--- src/hdl/thpd_pkg.sv ---
// ----------------------------------------------------------------------------
// Tilt drive shared definitions
// Widths, register codes, reset values and the pipeline control types that
// the tilt hysteresis drive modules use.
// ----------------------------------------------------------------------------
package thpd_pkg;

    localparam int SAMPLE_BITS_DEF   = 13;
    localparam int FULL_SCALE_MG_DEF = 1000;

    localparam int THR_W   = 10;
    localparam int DUTY_W  = 16;
    localparam int CFG_IDX_W = 2;
    localparam int CFG_DATA_W = DUTY_W;

    localparam logic [CFG_IDX_W-1:0] REG_THRESHOLD = 2'd0;
    localparam logic [CFG_IDX_W-1:0] REG_PERIOD    = 2'd1;
    localparam logic [CFG_IDX_W-1:0] REG_PWM_MODE  = 2'd2;

    localparam logic [THR_W-1:0]  THRESHOLD_RST = 10'd50;
    localparam logic [DUTY_W-1:0] PERIOD_RST    = 16'd10000;
    localparam logic              PWM_MODE_RST  = 1'b1;

    typedef struct packed {
        logic a;
        logic b;
        logic c;
    } thpd_adv_t;

    typedef struct packed {
        logic pos;
        logic neg;
        logic sat;
    } thpd_flags_t;

endpackage

--- src/hdl/thpd_hold.sv ---
// ----------------------------------------------------------------------------
// Tilt drive axis hold
// Keeps the last taken value of one axis and holds it while a new sample
// stays within the threshold band around it.
// ----------------------------------------------------------------------------
module thpd_hold #(
    parameter int SAMPLE_BITS = thpd_pkg::SAMPLE_BITS_DEF
) (
    input  logic                          clk,
    input  logic                          rst_n,
    input  logic                          take,
    input  logic [thpd_pkg::THR_W-1:0]    threshold,
    input  logic signed [SAMPLE_BITS-1:0] sample,
    output logic signed [SAMPLE_BITS-1:0] held
);

    localparam int CW = ((SAMPLE_BITS > thpd_pkg::THR_W) ? SAMPLE_BITS : thpd_pkg::THR_W) + 2;

    logic signed [SAMPLE_BITS-1:0] last_reg;
    logic signed [CW-1:0]          diff;
    logic signed [CW-1:0]          gap;
    logic signed [CW-1:0]          thr_s;

    always_comb
    begin
        diff  = CW'(sample) - CW'(last_reg);
        gap   = (diff < 0) ? -diff : diff;
        thr_s = signed'(CW'({1'b0, threshold}));
        held  = (gap < thr_s) ? last_reg : sample;
    end

    always_ff @(posedge clk or negedge rst_n)
    begin
        if (!rst_n)
        begin
            last_reg <= '0;
        end
        else if (take)
        begin
            last_reg <= held;
        end
    end

endmodule

--- config.mk ---
export PLATFORM = sky130hd
export DESIGN_NAME = thpd_hold
export DESIGN_NICKNAME = d
export VERILOG_FILES = /design/src/hdl/thpd_pkg.sv /design/src/hdl/thpd_hold.sv
export SDC_FILE = /design/constraint.sdc
export NUM_CORES = 1
export LEC_CHECK = 0
export BUFFER_PORTS_ARGS = -buffer_cell sky130_fd_sc_hd__buf_2
export CAP_MARGIN = 20
export CELL_PAD_IN_SITES_DETAIL_PLACEMENT = 1
export CELL_PAD_IN_SITES_GLOBAL_PLACEMENT = 1
export CORE_ASPECT_RATIO = 0.5
export CORE_MARGIN = 3
export CORE_UTILIZATION = 46
export DETAILED_ROUTE_END_ITERATION = 8
export GPL_TIMING_DRIVEN = 0
export HOLD_SLACK_MARGIN = 0.15
export MAX_ROUTING_LAYER = met4
export PLACE_DENSITY_LB_ADDON = 0.1
export REMOVE_ABC_BUFFERS = 1
export SLEW_MARGIN = 10
export SYNTH_ARGS = -nofsm -noshare
export SYNTH_HDL_FRONTEND = slang
export SYNTH_SLANG_ARGS = --single-unit
--- constraint.sdc ---
create_clock -name clk -period 11.85 [get_ports clk]
set_clock_uncertainty 0.2 [all_clocks]
set_input_delay 1.185 -clock clk [delete_from_list [all_inputs] [get_ports clk]]
set_output_delay 1.185 -clock clk [all_outputs]
set_load 0.01 [all_outputs]
==> run metrics, run 1 <==
status=complete, no violations; crit path kind=input pin to primary output; Max Freq=131.6 MHz; final core occ=56.37%; IO Port Bufs=38; Avg WL per Cell=15.87 µm; Post-route DRC=0; site row count=16; CP Capture Type=primary output; # clock sinks=13; CP arrival=6.21 ns; Fillers=509; gate count of the mapped netlist=222; total track usage=21.40%; setup TNS=0 ns; largest family of logic cells by synthesized area=compound AO/OA/AOI/OAI gates; die height=52.68 µm; share of cells above drive strength 1=29.23%; Post-CTS Hold Fix Bufs=0; CTS root buffer=clkbuf_8; hold slack final=0.3325 ns; worst-skew pair later-pin latency=0.25 ns; Inst Count DP=310; Post-Synth XOR/XNOR Area=5.243%; post-cts sizing count=0; Mean Syn Cell Area=9.029 µm²; mux contribution to synthesized area=18.98%; Synth Flop Type=dfrtp_1; Die Wd=99.36 µm; Area Overhead vs Synth=13.73%; Vias/cell=5.554; die area=0.005234 mm²; IO Count=39; Initial Util=49.57%; post-detail-place hpwl=3.994 mm; clk buf depth=2; Final Cycle Share=64.13%; post-synthesis cell type count=54; post-route minimum period=7.600 ns; final setup violation count=0; sequential fraction of the synthesis area=16.23%; largest area contributor in the netlist=dfrtp_1; postcts setup bufs=0; DRT iter0 DRCs=33; first-pass GRT wire length=8.749 mm; final antenna diode count=0; CTS tree=built; area fraction of the dominant cell type after synthesis=16.23%; largest net degree at the start of global routing=14; Synth Area in Adders=15.36%; worst min path class=register to register; simple-gate share of the synthesized area=16.42%; Clock Pin Slew Worst Setup and Hold Paths=0.06 ns; EDFF count, synth=0; synthesized cell area=0.002004 mm²; post-route ant nets=0; Tightest Pin Transition=0.9694 ns; final global-route overflow total=0; number of nets in the layout=311; first-pass iteration count of the detailed router=4; antenna violations before repair=0; asr flop ratio synth=100.0%; Core ar.=0.004044 mm²; Vias=1744; compound-gate portion of the synthesized area=20.79%; Slew HR=35.37%; RSZ-0062 raised after global routing=no; endpoints failing hold=0; max reg flops=13; CP max FO=13; final cell count without fillers=314; number of global-route vias before repair=1875; max-cap viol count=0; yosys synthesis warning count=0; CTS Buf Count=3; WP data required=10.47 ns; synth top area cells=dfrtp_1 (16%), ha_1 (14%), mux2_4 (13%); global placement routability congestion=0.8151; CP Launch Type=input pin; H-tree Lvls=1; Detailed Route WL=4.983 mm; fin. max-slew vios=0; Yosys reg bits=13
==> stage by stage <==
| step | setup WS (ns) | area (µm²) |
|---|---|---|
| floorplan | 4.861 | 1966 |
| global placement | 3.654 | 2223 |
| detailed placement | 4.276 | 2235 |
| CTS | 4.228 | 2280 |
| global route | 3.774 | 2280 |
| finish | 4.250 | 2280 |
==> logic make-up (layout without fill, tap and decap cells) <==
family,after synthesis,after routing
AND/OR/NAND/NOR,59,59
multiplexers,27,27
flip-flops,13,13
adder cells (fa/ha/maj),24,24
AO/OA/AOI/OAI,55,55
XOR/XNOR,12,12
buffers and inverters,32,70
==> metal layers <==
| layer | routed length, µm | global-route usage [%] | share of wire (%) |
|---|---|---|---|
| met1 | 2336 | 25.28 | 47 |
| met2 | 2432 | 39.67 | 49 |
| met3 | 184 | 3.718 | 3.7 |
| met4 | 30 | 3.175 | 0.60 |
| met5 | 0 | - | 0 |
==> cells in the mapped netlist, types with 5 or more instances <==
| cell type | number |
|---|---|
| a21oi_1 | 13 |
| inv_1 | 27 |
| o21ai_0 | 6 |
| nand3_1 | 6 |
| xnor2_1 | 8 |
| mux2_4 | 18 |
| nor2_1 | 12 |
| o21a_1 | 5 |
| mux2_2 | 6 |
| ha_1 | 23 |
| dfrtp_1 | 13 |
| nand2_1 | 16 |
==> placed cells by master, fill, tap and decap left out, types with 2 or more instances in the layout <==
master and n:
buf_2 39, inv_1 27, ha_1 23, mux2_4 18, nand2_1 16, a21oi_1 13, dfrtp_1 13, nor2_1 12
xnor2_1 8, o21ai_0 6, nand3_1 6, mux2_2 6, o21a_1 5, xor2_1 4, or3_1 4, o31ai_1 4
o211ai_1 4, nand2b_1 3, a21o_1 3, nor3_1 3, a21boi_0 3, clkbuf_8 3, nand2b_2 2, a2111o_1 2
nand4b_1 2, a211oi_1 2, nor2b_1 2, mux2i_1 2
==> worst max-delay path, cell delays in order <==
cell	delay [ns]
buf_2	0.12
ha_1	0.36
a21oi_1	0.27
o21ai_0	0.18
and2_4	0.21
o21a_1	0.18
o31ai_1	0.53
buf_2	0.30
nand2_1	0.06
o21ai_0	0.08
ha_1	0.26
a21boi_0	0.12
o21a_1	0.17
o211ai_1	0.15
a21boi_0	0.12
o211ai_1	0.20
a21o_1	0.14
nand3_1	0.18
nor3_4	0.82
mux2_2	0.41
buf_2	0.14
==> layout make-up <==
cell class / instances / area [µm²] / share of cell area [%]
flip-flops and latches: 13 / 325.3 / 14.27
repair buffers: 39 / 195.2 / 8.562
well taps: 54 / 67.56 / 2.964
multi-input cells: 177 / 1545 / 67.78
inverters: 27 / 101.3 / 4.446
clock buffers: 4 / 45.04 / 1.976
==> worst paths after layout <==
check                              from  slack (ns)            to  depth (start not counted)
min in group asynchronous         rst_n        0.63   last_reg[2]                          1
max                           sample[6]        4.25       held[0]                         21
min reg2reg                last_reg[12]        0.33  last_reg[12]                          1
max reg2reg                 last_reg[6]        6.26   last_reg[4]                         20
max in group asynchronous         rst_n       10.56  last_reg[12]                          1
min                        last_reg[12]        0.33  last_reg[12]                          1
Power of run 1 is not shown: default switching activity piles up to over one toggle a cycle in this logic, so the estimate is an artifact.
==> run 2: changes to the inputs <==
- ABC_AREA: not set -> 1
- CORE_UTILIZATION: 46 -> 37
- clock period: 11.85 -> 6.8 ns (I/O delays scaled with it)
==> run 2 against run 1 <==
  * Final cell count up 62%
  * Area after synthesis up 22%
  * Critical endpoint is now held[12]
  * Largest cell class unchanged
  * Critical path type unchanged
  * Critical path depth up 4
  * Design area up 21%
  * Flip-flop and latch count unchanged
  * Hold slack worse by 0.057 ns
  * Synthesized cell count up 74%
==> run metrics, run 2 <==
final antenna diode count=0; Die Wd=121.0 µm; asr flop ratio synth=100.0%; # clock sinks=13; number of global-route vias before repair=2485; Area Overhead vs Synth=12.90%; antenna violations before repair=0; site row count=20; EDFF count, synth=0; Synth Flop Type=dfrtp_1; global placement routability congestion=0.8104; CTS Buf Count=3; Initial Util=39.24%; CTS root buffer=clkbuf_16; WP data required=5.92 ns; CP max FO=14; Worst Reg2Reg Path Length in Cells=26; max reg flops=13; Detailed Route WL=6.631 mm; final global-route overflow total=0; first-pass GRT wire length=11.39 mm; RSZ-0062 raised after global routing=no; Vias/cell=4.733; max-cap viol count=0; total track usage=18.53%; CP Launch Type=input pin; Slew HR=70.11%; Inst Count DP=505; post-synthesis cell type count=31; post-detail-place hpwl=5.651 mm; worst min path class=register to register; area fraction of the dominant cell type after synthesis=15.20%; final cell count without fillers=510; post-route minimum period=5.660 ns; most frequent cells in the layout=nand2_1 (99), inv_1 (79), buf_2 (38), nand3_1 (35), ha_1 (23); CP endpoint=held[12]; Max Freq=176.7 MHz; fin. max-slew vios=0; critical path launch point=sample[0]; DRT iter0 DRCs=64; share of cells above drive strength 1=22.99%; post-route ant nets=0; worst-skew pair later-pin latency=0.24 ns; sequential fraction of the synthesis area=13.31%; CTS tree=built; die area=0.007679 mm²; H-tree Lvls=1; Clock Pin Slew Worst Setup and Hold Paths=0.04 ns; Core ar.=0.006231 mm²; synth top area cells=nand2_1 (15%), dfrtp_1 (13%), inv_1 (12%); clk buf depth=2; most common cell after layout, fill and taps aside=nand2_1; top-count cell post-synth=nand2_1; IO Count=39; die height=63.48 µm; Tightest Pin Transition=0.4473 ns; crit path kind=input pin to primary output; largest area contributor in the netlist=nand2_1; first-pass iteration count of the detailed router=4; gate count of the mapped netlist=387; final setup violation count=0; postcts setup bufs=0; yosys synthesis warning count=0; Vias=2414; Yosys reg bits=13; IO Port Bufs=38; synth cell count leaders=nand2_1 (99), inv_1 (79), nand3_1 (35); worst r2r dst=last_reg[12]; largest net degree at the start of global routing=15; status=complete, no violations; number of nets in the layout=473; endpoints failing hold=0; R2R Path Start=last_reg[2]; CP arrival=4.78 ns; synthesized cell area=0.002445 mm²; CP Capture Type=primary output; setup TNS=0 ns; post-cts sizing count=0; Post-route DRC=0; hold slack final=0.2755 ns; Final Cycle Share=83.24%; R2R setup slack=2.23 ns; Avg WL per Cell=13.00 µm; Mean Syn Cell Area=6.317 µm²
run 2: cell count changes after synthesis, sizes merged, moves of 5 or more:
cell,previous run,this run
nor2,12,27
xnor2,8,0
nand2b,5,0
xor2,4,9
o31ai,5,0
inv,27,83
nand3,6,42
o21a,5,0
mux2,24,0
nand2,16,133
nand4,1,16
and2,2,13
o21ai,7,2
run 2: cells by family (layout without fill, tap and decap cells):
group                      after synthesis  count (layout)  synth area share (%)
xor gates and xnor gates                 9               9                 3.224
buffers and inverters                   91             126                 15.76
DFF                                     13              13                 13.31
adders and majority gates               24              24                 12.59
and+or+nand+nor                        233             233                 50.67
AOI/OAI and AO/OA                       17              17                 4.453
run 2: worst min-delay path by stage:
stage	startpoint	end	cells after the start
6_report	last_reg[4]	last_reg[4]	2
5_1_grt	last_reg[7]	last_reg[7]	2
4_1_cts	last_reg[4]	last_reg[4]	2
3_5_place_dp	last_reg[3]	last_reg[3]	2
3_3_place_gp	last_reg[6]	last_reg[6]	2
2_1_floorplan	rst_n	last_reg[0]	0
run 2: worst max-delay path, stage by stage:
cell and delay, ns:
buf_2 0.07, inv_1 0.04, ha_1 0.22, fa_1 0.57
ha_1 0.17, inv_1 0.05, nor2_1 0.09, nand3_1 0.12
nor2_2 0.11, nand2_2 0.08, nand2_1 0.08, xor2_1 0.15
inv_1 0.06, ha_1 0.30, a21oi_1 0.20, o21ai_0 0.14
o211ai_1 0.19, nand2_1 0.07, nand2_1 0.07, nand2_1 0.08
nor2_4 0.36, nand3_4 0.40, nand2_1 0.21, and2_1 0.14
buf_2 0.12
run 2: metrics by stage:
step	instance area, µm²	setup WS, ns	utilization (%)
3_5_place_dp	2671	1.108	42.87
2_1_floorplan	2371	2.004	-
3_3_place_gp	2671	1.289	42.87
6_report	2760	1.140	44.30
4_1_cts	2760	1.102	44.30
5_1_grt	2760	0.7169	44.30
run 2: area by class of cell:
class	instances	area, µm²
multi-input combinational	283	1734
clock buffer	4	78.83
inverter	83	311.5
timing repair buffer	39	200.2
fill	853	3471
sequential	13	325.3
tap	88	110.1
run 2: repair_timing:
| item | 4_1_cts | 5_1_grt |
|---|---|---|
| setup endpoints to repair | 0 | 0 |
| hold buffers | 1 | 0 |
| hold endpoints to repair | 13 | 0 |
run 2: per-layer routing:
| metal | vias up | routed length, µm | GRT usage, % |
|---|---|---|---|
| met5 | - | 0 | - |
| met4 | 0 | 29 | 2.966 |
| met3 | 4 | 141 | 0.8969 |
| met2 | 25 | 2922 | 29.85 |
| met1 | 1122 | 3537 | 26.21 |
| li1 | 1263 | - | - |
Power of run 2 is left out for the same reason.
